==> config.mk <==
export PLATFORM = sky130hd
export DESIGN_NAME = lidar_ring_score_filter_unit
export DESIGN_NICKNAME = d
export VERILOG_FILES = /design/src/lrsf_pkg.sv /design/src/lidar_ring_score_filter_unit.sv
export SDC_FILE = /design/constraint.sdc
export NUM_CORES = 2
export LEC_CHECK = 0
export BUFFER_PORTS_ARGS = -buffer_cell sky130_fd_sc_hd__buf_2
export CORE_MARGIN = 3
export CORE_UTILIZATION = 60
export CTS_CLUSTER_SIZE = 28
export DETAILED_ROUTE_END_ITERATION = 7
export HOLD_SLACK_MARGIN = 0.05
export PLACE_DENSITY = 0.75
export SLEW_MARGIN = 30
export SYNTH_ARGS = -nofsm -noshare
export SYNTH_HDL_FRONTEND = slang
export SYNTH_SLANG_ARGS = --single-unit
==> constraint.sdc <==
create_clock -name clock -period 20.8 [get_ports clock]
set_clock_uncertainty 0.05 [all_clocks]
set_input_delay 2.08 -clock clock [delete_from_list [all_inputs] [get_ports clock]]
set_output_delay 2.08 -clock clock [all_outputs]
set_load 0.05 [all_outputs]
==> src/lrsf_pkg.sv <==
// ----------------------------------------------------------------------------
// Lidar ring score filter package
// Shared widths, control codes, microcode program and kernel coefficients.
// ----------------------------------------------------------------------------
package lrsf_pkg;

   localparam int TAPS          = 11;
   localparam int MAX_WINDOW    = 16;
   localparam int SAMPLE_W      = 16;
   localparam int RING_W        = 12;
   localparam int SCORE_W       = 48;
   localparam int COEF_W        = 21;
   localparam int LEN_W         = $clog2(MAX_WINDOW + 1);
   localparam int WIN_IDX_W     = $clog2(MAX_WINDOW);
   localparam int TAP_IDX_W     = $clog2(TAPS);
   localparam int PROD_W        = SAMPLE_W + 1 + COEF_W;
   localparam int ACC_W         = PROD_W + 4;
   localparam int S1_W          = SAMPLE_W + LEN_W;
   localparam int SQ_W          = 2 * SAMPLE_W;
   localparam int S2_W          = SQ_W + LEN_W;
   localparam int T_W           = 2 * S1_W;
   localparam int NUM_W         = S2_W + LEN_W;
   localparam int DEN_W         = 2 * LEN_W;
   localparam int REM_W         = DEN_W;
   localparam int CNT_W         = $clog2(NUM_W + 1);
   localparam int PC_W          = 4;
   localparam int OP_W          = 4;
   localparam int COND_W        = 3;
   localparam int CSR_ADDR_W    = 3;
   localparam int CSR_DATA_W    = 32;

   localparam logic signed [ACC_W-1:0] ROUND_HALF = 128;

   localparam logic [1:0] MODE_LOAM = 2'd0;
   localparam logic [1:0] MODE_LOG  = 2'd1;
   localparam logic [1:0] MODE_RAMP = 2'd2;
   localparam logic [1:0] MODE_VAR  = 2'd3;

   localparam logic REG_KERNEL_MODE     = 1'b0;
   localparam logic REG_VARIANCE_WINDOW = 1'b1;

   localparam logic [LEN_W-1:0] VW_RESET = LEN_W'(TAPS);

   localparam logic [OP_W-1:0] OP_WAIT   = 4'd0;
   localparam logic [OP_W-1:0] OP_NOP    = 4'd1;
   localparam logic [OP_W-1:0] OP_FMAC   = 4'd2;
   localparam logic [OP_W-1:0] OP_FDRAIN = 4'd3;
   localparam logic [OP_W-1:0] OP_FROUND = 4'd4;
   localparam logic [OP_W-1:0] OP_VMAC   = 4'd5;
   localparam logic [OP_W-1:0] OP_VDRAIN = 4'd6;
   localparam logic [OP_W-1:0] OP_VSQ    = 4'd7;
   localparam logic [OP_W-1:0] OP_VNUM   = 4'd8;
   localparam logic [OP_W-1:0] OP_VRND   = 4'd9;
   localparam logic [OP_W-1:0] OP_DIV    = 4'd10;
   localparam logic [OP_W-1:0] OP_VOUT   = 4'd11;
   localparam logic [OP_W-1:0] OP_EMIT   = 4'd12;

   localparam logic [COND_W-1:0] COND_NONE     = 3'd0;
   localparam logic [COND_W-1:0] COND_ALWAYS   = 3'd1;
   localparam logic [COND_W-1:0] COND_NO_ITEM  = 3'd2;
   localparam logic [COND_W-1:0] COND_SHORT    = 3'd3;
   localparam logic [COND_W-1:0] COND_VAR      = 3'd4;
   localparam logic [COND_W-1:0] COND_LOOP_WIN = 3'd5;
   localparam logic [COND_W-1:0] COND_LOOP_DIV = 3'd6;
   localparam logic [COND_W-1:0] COND_STALL    = 3'd7;

   localparam logic [PC_W-1:0] UPC_WAIT  = 4'd0;
   localparam logic [PC_W-1:0] UPC_FMAC  = 4'd3;
   localparam logic [PC_W-1:0] UPC_VMAC  = 4'd7;
   localparam logic [PC_W-1:0] UPC_DIV   = 4'd12;
   localparam logic [PC_W-1:0] UPC_EMIT  = 4'd15;

   typedef struct packed {
      logic [OP_W-1:0]   op;
      logic [COND_W-1:0] cond;
      logic [PC_W-1:0]   target;
   } ucode_type;

   // The step after the last address wraps back to the wait step.
   function automatic ucode_type ucode_rom(input logic [PC_W-1:0] pc);
      ucode_type w;
      case (pc)
         4'd0:    w = '{OP_WAIT,   COND_NO_ITEM,  UPC_WAIT};
         4'd1:    w = '{OP_NOP,    COND_SHORT,    UPC_WAIT};
         4'd2:    w = '{OP_NOP,    COND_VAR,      UPC_VMAC};
         4'd3:    w = '{OP_FMAC,   COND_LOOP_WIN, UPC_FMAC};
         4'd4:    w = '{OP_FDRAIN, COND_NONE,     UPC_WAIT};
         4'd5:    w = '{OP_FROUND, COND_ALWAYS,   UPC_EMIT};
         4'd7:    w = '{OP_VMAC,   COND_LOOP_WIN, UPC_VMAC};
         4'd8:    w = '{OP_VDRAIN, COND_NONE,     UPC_WAIT};
         4'd9:    w = '{OP_VSQ,    COND_NONE,     UPC_WAIT};
         4'd10:   w = '{OP_VNUM,   COND_NONE,     UPC_WAIT};
         4'd11:   w = '{OP_VRND,   COND_NONE,     UPC_WAIT};
         4'd12:   w = '{OP_DIV,    COND_LOOP_DIV, UPC_DIV};
         4'd13:   w = '{OP_VOUT,   COND_ALWAYS,   UPC_EMIT};
         4'd15:   w = '{OP_EMIT,   COND_STALL,    UPC_EMIT};
         default: w = '{OP_NOP,    COND_ALWAYS,   UPC_WAIT};
      endcase
      return w;
   endfunction

   function automatic logic signed [COEF_W-1:0] coef_value(
      input logic [1:0]           mode,
      input logic [TAP_IDX_W-1:0] k
   );
      logic signed [COEF_W-1:0] c;
      c = '0;
      case (mode)
         MODE_LOAM: begin
            c = (k == TAP_IDX_W'(5)) ? -21'sd655360 : 21'sd65536;
         end
         MODE_LOG: begin
            case (k)
               4'd0, 4'd10: c = 21'sd15;
               4'd1, 4'd9:  c = 21'sd121;
               4'd2, 4'd8:  c = 21'sd2246;
               4'd3, 4'd7:  c = 21'sd10941;
               4'd4, 4'd6:  c = -21'sd652;
               4'd5:        c = -21'sd25335;
               default:     c = '0;
            endcase
         end
         MODE_RAMP: begin
            case (k)
               4'd0:    c = -21'sd13107;
               4'd1:    c = -21'sd26214;
               4'd2:    c = -21'sd39322;
               4'd3:    c = -21'sd52429;
               4'd4:    c = -21'sd65536;
               4'd5:    c = 21'sd0;
               4'd6:    c = 21'sd65536;
               4'd7:    c = 21'sd52429;
               4'd8:    c = 21'sd39322;
               4'd9:    c = 21'sd26214;
               4'd10:   c = 21'sd13107;
               default: c = '0;
            endcase
         end
         default: c = '0;
      endcase
      return c;
   endfunction

endpackage

==> src/lidar_ring_score_filter_unit.sv <==
// ----------------------------------------------------------------------------
// Lidar ring score filter unit
// Scores a sliding window of ring samples with a curvature, Laplacian of
// Gaussian or ramp kernel, or with the sample variance, under microcode.
// ----------------------------------------------------------------------------
//
//  Channel   Direction  Handshake               Payload
//  req       in         req_valid / req_ready   req_sample, req_ring_start
//  rsp       out        rsp_valid / rsp_ready   rsp_score, rsp_window_start
//  csr       in/out     psel, penable, pready   paddr, pwrite, pwdata, prdata
//
//  A filter item runs one multiply-accumulate step per tap of the shared
//  multiplier plus entry, drain, rounding and output steps. A variance item
//  runs one accumulate step per window sample, then drain, square, numerator,
//  rounding, bit-serial divide and output steps; short rings give no result.
//  Reset clears the sequencer, ring position, fill count and output valid.
//  A stalled result holds the output step; the next item waits behind it.
//
module lidar_ring_score_filter_unit
   import lrsf_pkg::*;
(
   input  logic                   clock,
   input  logic                   reset,
   input  logic                   req_valid,
   output logic                   req_ready,
   input  logic [SAMPLE_W-1:0]    req_sample,
   input  logic                   req_ring_start,
   output logic                   rsp_valid,
   input  logic                   rsp_ready,
   output logic [SCORE_W-1:0]     rsp_score,
   output logic [RING_W-1:0]      rsp_window_start,
   input  logic                   psel,
   input  logic                   penable,
   input  logic                   pwrite,
   input  logic [CSR_ADDR_W-1:0]  paddr,
   input  logic [CSR_DATA_W-1:0]  pwdata,
   output logic [CSR_DATA_W-1:0]  prdata,
   output logic                   pready
);

   logic [1:0]                kernel_mode_ff, kernel_mode_in;
   logic [LEN_W-1:0]          var_window_ff, var_window_in;
   logic [PC_W-1:0]           pc_ff, pc_in;
   logic [LEN_W-1:0]          fill_ff, fill_in;
   logic [RING_W-1:0]         pos_ff, pos_in;
   logic [RING_W-1:0]         newest_ff, newest_in;
   logic                      rsp_valid_ff, rsp_valid_in;
   logic [SCORE_W-1:0]        rsp_score_ff, rsp_score_in;
   logic [RING_W-1:0]         rsp_start_ff, rsp_start_in;
   logic [SAMPLE_W-1:0]       window_ff [MAX_WINDOW];
   logic [SAMPLE_W-1:0]       window_in [MAX_WINDOW];
   logic [CNT_W-1:0]          k_ff, k_in;
   logic signed [PROD_W-1:0]  prod_ff, prod_in;
   logic signed [ACC_W-1:0]   acc_ff, acc_in;
   logic [SQ_W-1:0]           sq_ff, sq_in;
   logic [S1_W-1:0]           s1_ff, s1_in;
   logic [S2_W-1:0]           s2_ff, s2_in;
   logic [T_W-1:0]            t_ff, t_in;
   logic [NUM_W-1:0]          num_ff, num_in;
   logic [REM_W-1:0]          rem_ff, rem_in;
   logic [SCORE_W-1:0]        result_ff, result_in;

   ucode_type                 ucw;
   logic                      accept;
   logic                      csr_write;
   logic                      stall;
   logic                      jump;
   logic [LEN_W-1:0]          len;
   logic [LEN_W-1:0]          base_len;
   logic [WIN_IDX_W-1:0]      win_idx;
   logic [SAMPLE_W-1:0]       x;
   logic signed [SAMPLE_W:0]  x_signed;
   logic signed [COEF_W-1:0]  coef;
   logic [DEN_W-1:0]          den;
   logic [NUM_W-1:0]          len_s2;
   logic signed [ACC_W-1:0]   acc_round;
   logic [REM_W:0]            rem_shift;
   logic                      rem_ge;
   logic [LEN_W-1:0]          fill_base;
   logic [RING_W-1:0]         pos_base;

   assign ucw       = ucode_rom(pc_ff);
   assign req_ready = (ucw.op == OP_WAIT);
   assign accept    = req_valid & req_ready;
   assign stall     = rsp_valid_ff & ~rsp_ready;
   assign csr_write = psel & penable & pwrite;
   assign pready    = 1'b1;

   assign rsp_valid        = rsp_valid_ff;
   assign rsp_score        = rsp_score_ff;
   assign rsp_window_start = rsp_start_ff;

   always_comb begin
      if (paddr[2] == REG_VARIANCE_WINDOW) begin
         prdata = CSR_DATA_W'(var_window_ff);
      end else begin
         prdata = CSR_DATA_W'(kernel_mode_ff);
      end
   end

   always_comb begin
      kernel_mode_in = kernel_mode_ff;
      var_window_in  = var_window_ff;
      if (csr_write) begin
         if (paddr[2] == REG_VARIANCE_WINDOW) begin
            var_window_in = pwdata[LEN_W-1:0];
         end else begin
            kernel_mode_in = pwdata[1:0];
         end
      end
   end

   always_comb begin
      if (kernel_mode_ff != MODE_VAR) begin
         len = LEN_W'(TAPS);
      end else if (var_window_ff < LEN_W'(TAPS)) begin
         len = LEN_W'(TAPS);
      end else if (var_window_ff > LEN_W'(MAX_WINDOW)) begin
         len = LEN_W'(MAX_WINDOW);
      end else begin
         len = var_window_ff;
      end
   end

   assign base_len  = LEN_W'(MAX_WINDOW) - len;
   assign win_idx   = WIN_IDX_W'(base_len + LEN_W'(k_ff));
   assign x         = window_ff[win_idx];
   assign x_signed  = $signed({1'b0, x});
   assign coef      = coef_value(kernel_mode_ff, k_ff[TAP_IDX_W-1:0]);
   assign den       = DEN_W'(len) * DEN_W'(len - LEN_W'(1));
   assign len_s2    = NUM_W'(len) * NUM_W'(s2_ff);
   assign acc_round = acc_ff + ROUND_HALF;
   assign rem_shift = {rem_ff, num_ff[NUM_W-1]};
   assign rem_ge    = (rem_shift >= {1'b0, den});
   assign fill_base = req_ring_start ? '0 : fill_ff;
   assign pos_base  = req_ring_start ? '0 : pos_ff;

   always_comb begin
      case (ucw.cond)
         COND_NONE:     jump = 1'b0;
         COND_ALWAYS:   jump = 1'b1;
         COND_NO_ITEM:  jump = ~req_valid;
         COND_SHORT:    jump = (fill_ff < len);
         COND_VAR:      jump = (kernel_mode_ff == MODE_VAR);
         COND_LOOP_WIN: jump = (k_ff != CNT_W'(len - LEN_W'(1)));
         COND_LOOP_DIV: jump = (k_ff != CNT_W'(NUM_W - 1));
         COND_STALL:    jump = stall;
         default:       jump = 1'b0;
      endcase
      pc_in = jump ? ucw.target : pc_ff + PC_W'(1);
   end

   always_comb begin
      fill_in      = fill_ff;
      pos_in       = pos_ff;
      newest_in    = newest_ff;
      window_in    = window_ff;
      k_in         = k_ff;
      prod_in      = prod_ff;
      acc_in       = acc_ff;
      sq_in        = sq_ff;
      s1_in        = s1_ff;
      s2_in        = s2_ff;
      t_in         = t_ff;
      num_in       = num_ff;
      rem_in       = rem_ff;
      result_in    = result_ff;
      rsp_valid_in = rsp_valid_ff & ~rsp_ready;
      rsp_score_in = rsp_score_ff;
      rsp_start_in = rsp_start_ff;
      case (ucw.op)
         OP_WAIT: begin
            if (accept) begin
               for (int i = 0; i < MAX_WINDOW - 1; i++) begin
                  window_in[i] = window_ff[i+1];
               end
               window_in[MAX_WINDOW-1] = req_sample;
               fill_in   = (fill_base == LEN_W'(MAX_WINDOW)) ? fill_base
                                                             : fill_base + LEN_W'(1);
               newest_in = pos_base;
               pos_in    = pos_base + RING_W'(1);
               k_in      = '0;
               prod_in   = '0;
               acc_in    = '0;
               sq_in     = '0;
               s1_in     = '0;
               s2_in     = '0;
            end
         end
         OP_FMAC: begin
            prod_in = x_signed * coef;
            acc_in  = acc_ff + ACC_W'(prod_ff);
            k_in    = k_ff + CNT_W'(1);
         end
         OP_FDRAIN: begin
            acc_in = acc_ff + ACC_W'(prod_ff);
         end
         OP_FROUND: begin
            result_in = SCORE_W'(acc_round >>> 8);
         end
         OP_VMAC: begin
            sq_in = SQ_W'(x) * SQ_W'(x);
            s1_in = s1_ff + S1_W'(x);
            s2_in = s2_ff + S2_W'(sq_ff);
            k_in  = k_ff + CNT_W'(1);
         end
         OP_VDRAIN: begin
            s2_in = s2_ff + S2_W'(sq_ff);
         end
         OP_VSQ: begin
            t_in = T_W'(s1_ff) * T_W'(s1_ff);
         end
         OP_VNUM: begin
            num_in = len_s2 - NUM_W'(t_ff);
         end
         OP_VRND: begin
            num_in = num_ff + NUM_W'(den >> 1);
            rem_in = '0;
            k_in   = '0;
         end
         OP_DIV: begin
            rem_in = rem_ge ? REM_W'(rem_shift - {1'b0, den}) : REM_W'(rem_shift);
            num_in = {num_ff[NUM_W-2:0], rem_ge};
            k_in   = k_ff + CNT_W'(1);
         end
         OP_VOUT: begin
            result_in = SCORE_W'(num_ff);
         end
         OP_EMIT: begin
            if (!stall) begin
               rsp_valid_in = 1'b1;
               rsp_score_in = result_ff;
               rsp_start_in = newest_ff - RING_W'(len - LEN_W'(1));
            end
         end
         default: begin
         end
      endcase
   end

   always_ff @(posedge clock) begin
      if (reset) begin
         kernel_mode_ff <= MODE_LOAM;
         var_window_ff  <= VW_RESET;
         pc_ff          <= UPC_WAIT;
         fill_ff        <= '0;
         pos_ff         <= '0;
         rsp_valid_ff   <= 1'b0;
      end else begin
         kernel_mode_ff <= kernel_mode_in;
         var_window_ff  <= var_window_in;
         pc_ff          <= pc_in;
         fill_ff        <= fill_in;
         pos_ff         <= pos_in;
         rsp_valid_ff   <= rsp_valid_in;
      end
   end

   always_ff @(posedge clock) begin
      newest_ff    <= newest_in;
      window_ff    <= window_in;
      k_ff         <= k_in;
      prod_ff      <= prod_in;
      acc_ff       <= acc_in;
      sq_ff        <= sq_in;
      s1_ff        <= s1_in;
      s2_ff        <= s2_in;
      t_ff         <= t_in;
      num_ff       <= num_in;
      rem_ff       <= rem_in;
      result_ff    <= result_in;
      rsp_score_ff <= rsp_score_in;
      rsp_start_ff <= rsp_start_in;
   end

   a_emit_gives_result: assert property (@(posedge clock) disable iff (reset)
      (pc_ff == UPC_EMIT && !stall) |=> rsp_valid_ff)
      else $error("Output step left without presenting a result item.");

   a_fill_bounded: assert property (@(posedge clock) disable iff (reset)
      fill_ff <= LEN_W'(MAX_WINDOW))
      else $error("Window fill count exceeds the window depth.");

   a_div_remainder: assert property (@(posedge clock) disable iff (reset)
      (ucw.op == OP_DIV) |-> (REM_W'(rem_ff) < REM_W'(den)))
      else $error("Divider remainder is not below the divisor.");

   a_ring_restart: assert property (@(posedge clock) disable iff (reset)
      (accept && req_ring_start) |=> (fill_ff == LEN_W'(1) && pos_ff == RING_W'(1)))
      else $error("Ring start item did not restart the window.");

endmodule

==> flow_metrics.py <==
metrics = {
    "outcome": {
        "status": "finished, final reports clean",
    },
    "floorplanning": {
        "dieWidth_um": 351,
        "row_count": 125,
        "start_util_pct": 61.0,
        "io_pins": 154,
        "die-area_sq_um": 123000,
        "core-area_sq_um": 117000,
        "die_y_um": 351,
    },
    "drt": {
        "first_iter_violations": 4014,
        "drt_pre_antenna_iters": 6,
        "route.detailed.drc": 0,
        "viasPerCell": 5.77,
        "vias": 49300,
        "wl_per_cell_um": 19.6,
        "wirelength_um": 167000,
        "detail-route-antenna-nets": 0,
    },
    "global_route": {
        "grtUsageTotal_pct": 27.9,
        "first_global_vias": 50800,
        "grt_pass1_wl_um": 271000,
        "antenna_found_initial": 2,
        "gr-total-overflow": 0,
        "grt_max_degree": 108,
    },
    "synth": {
        "synth_top_area_share_pct": 27.2,
        "syn_area_sq_um": 71400,
        "avgSynthCellArea_sq_um": 10.3,
        "ys_warn_count": 0,
        "ys_seq_area_share_pct": 28.3,
        "synth_edf_count": 634,
        "synth_cell_types": 83,
        "ys.flop_type": "edfxtp_1",
        "async_reset_ff_share_pct": 0,
        "ys_ff_latch": 692,
        "syn_inst": 6943,
        "synth.area.top_cells": "fa_1, edfxtp_1, ha_1",
        "synth_top_area_cell": "fa_1",
    },
    "hold_path": {
        "hp-class": "flip-flop to flip-flop",
        "hold_start": "result_ff[39]",
        "holdPathStages": 0,
        "whs_endpoint": "rsp_score[39]",
    },
    "clock_network": {
        "clock_sinks": 692,
        "clockBufferDepth": 3,
        "cts_max_level": 3,
        "clock_latency_ps": 640,
        "cts-hold-fix-buffers": 0,
        "cts_tree": "yes",
        "numCtsBuffers": 73,
        "clock-root-buffer": "clkbuf_16",
        "post_cts_buffers": 0,
        "cts_resized": 0,
        "cts.clk_slew.worst_paths_ps": 60,
    },
    "timing": {
        "fmaxAchievable_mhz": 86.7,
        "setup_violations": 0,
        "rsz0062_at_grt": "no",
        "worst_slew_pin_slew_ps": 1100,
        "hold_viol": 0,
        "fin_ws_ps": 9270,
        "fin_crit_ps": 11530,
        "final.setup.tns_ps": 0,
        "fin_crit_sh_pct": 55.4,
        "whs_ps": 365,
        "slew_headroom_pct": 26.7,
        "drv_slew": 0,
    },
    "cells_and_area": {
        "area_growth_pct": 6.30,
        "fin_util_pct": 64.8,
        "multi_input_area_sq_um": 45700,
        "fin_nets": 8567,
        "fillers": 9123,
        "regArea_sq_um": 20200,
        "drive_gt1_share_pct": 5.92,
    },
    "run": {
        "drv_cap": 0,
    },
    "setup_path": {
        "crit_type": "flip-flop to flip-flop",
        "cp_data_arrival_time_ps": 11960,
        "crit_fanout": 33,
        "worstSetupEndpointType": "flip-flop",
        "cp_slowest_stage_delay_ps": 730,
        "rr_worst_depth": 32,
        "timing.rr.start": "kernel_mode_ff[1]",
        "cp_common_cell": "fa_1",
        "cp-startpoint": "kernel_mode_ff[1]",
        "slowest_stage": "ha_4",
        "r2r_slack_ps": 9270,
        "startpoint_type": "flip-flop",
        "required_ps": 21230,
        "rr_endpoint": "prod_ff[37]",
    },
    "place": {
        "routabilityCongestion": 0.952,
        "preCtsSetupSlack_ps": 9430,
        "io_buffers": 96,
        "place_hpwl_um": 129000,
    },
}
==> synthesized netlist by cell type (24+ instances only) <==
master,count
mux4_2,64
buf_1,26
a211oi_1,34
nand2_1,735
nand3_1,78
fa_1,970
clkbuf_1,185
a21o_1,134
nand2b_1,49
a31oi_1,24
edfxtp_1,634
nand4_1,44
and2_1,134
dfxtp_1,58
ha_1,566
nor3_1,63
buf_4,33
inv_1,1280
and3_1,48
o21a_1,41
nor2b_1,67
nor2_1,567
mux2i_1,49
xor2_1,146
o21ai_0,177
xnor2_1,178
o21bai_1,35
a21oi_1,245
==> registers in the layout, summed over array words and instances (netlist names), named ones only <==
| register | count |
|---|---|
| rsp_valid | 1 |
| kernel_mode_ff | 2 |
| fill_ff | 5 |
| sq_ff | 31 |
| newest_ff | 12 |
| t_ff | 41 |
| pos_ff | 12 |
| k_ff | 6 |
| prod_ff | 38 |
| s1_ff | 21 |
| rem_ff | 10 |
| rsp_score | 43 |
| rsp_window_start | 12 |
| var_window_ff | 5 |
| s2_ff | 37 |
| acc_ff | 42 |
| window_ff | 256 |
| ucw | 10 |
| pc_ff | 4 |
| num_ff | 42 |
| result_ff | 43 |
==> routing by layer <==
layer  vias to the layer above  wire, um  global-route usage (%)
met1                     24500     70900                    39.7
met3                       362     14000                    4.79
met2                      1977     76000                    43.6
met5                         -         0                       0
li1                      22500         -                       -
met4                         0      6610                    10.0
==> cell usage in the layout, fill, tap and decap left out, types with 35 or more instances in the layout <==
cell type and n:
mux4_2 64, a21oi_1 236, buf_4 69, dfxtp_1 58, buf_2 96, o21ai_0 176
xnor2_1 177, edfxtp_1 634, nand2_1 734, xor2_1 145, conb_1 39, o21bai_1 35
nor2_1 561, mux2i_1 45, ha_1 565, nand4_1 44, nor2b_1 66, nand2b_1 49
and3_1 48, clkbuf_16 73, nor3_1 62, inv_1 1278, a21o_1 133, fa_1 969
and2_1 134, o21a_1 41, nand3_1 77
==> cells by family after synthesis <==
family                   count (synthesis)  share of synthesized area (%)
AO/OA/AOI/OAI                          870                           7.94
XOR/XNOR                               324                           3.97
adder cells (fa/ha/maj)               1536                           37.1
buffers and inverters                 1537                           8.26
flip-flops                             692                           28.3
multiplexers                           127                           2.92
other                                    2                         0.0105
AND/OR/NAND/NOR                       1855                           11.5
==> worst max-delay path by stage <==
stage / slack [ps] / end / cells past startpoint
after floorplan: 9460 / fill_ff[2] / 8
after global placement: 9510 / prod_ff[37] / 35
after detailed placement: 9430 / prod_ff[37] / 33
after CTS: 9310 / prod_ff[37] / 32
after global routing: 8690 / prod_ff[37] / 32
final: 9270 / prod_ff[37] / 32
==> cell type report <==
cell class	instances	share of cell area, %
Multi-Input combinational cell	4751	60.2
Sequential cell	692	26.6
Inverter	1287	6.37
Clock buffer	90	2.53
Tap cell	1524	2.51
Timing Repair Buffer	167	1.34
Clock inverter	40	0.470
Antenna cell	1	0.00330
==> critical path, delay by kind of cell, from the launching register on <==
kind	cells	cell delay [ps]
AO/OA/AOI/OAI	9	2390
adder cells (fa/ha/maj)	8	4100
buffers and inverters	8	2200
flip-flops	1	300
multiplexers	3	1340
AND/OR/NAND/NOR	4	780
==> stage by stage <==
stage	instance area (sq um)	cells
after floorplan	71600	6980
after detailed placement	73600	8421
after CTS	75900	8551
after global placement	73600	8421
after global routing	75900	8551
final	75900	8552
Power is not shown: default switching activity piles up to over one toggle a cycle in this logic, so the estimate is an artifact.
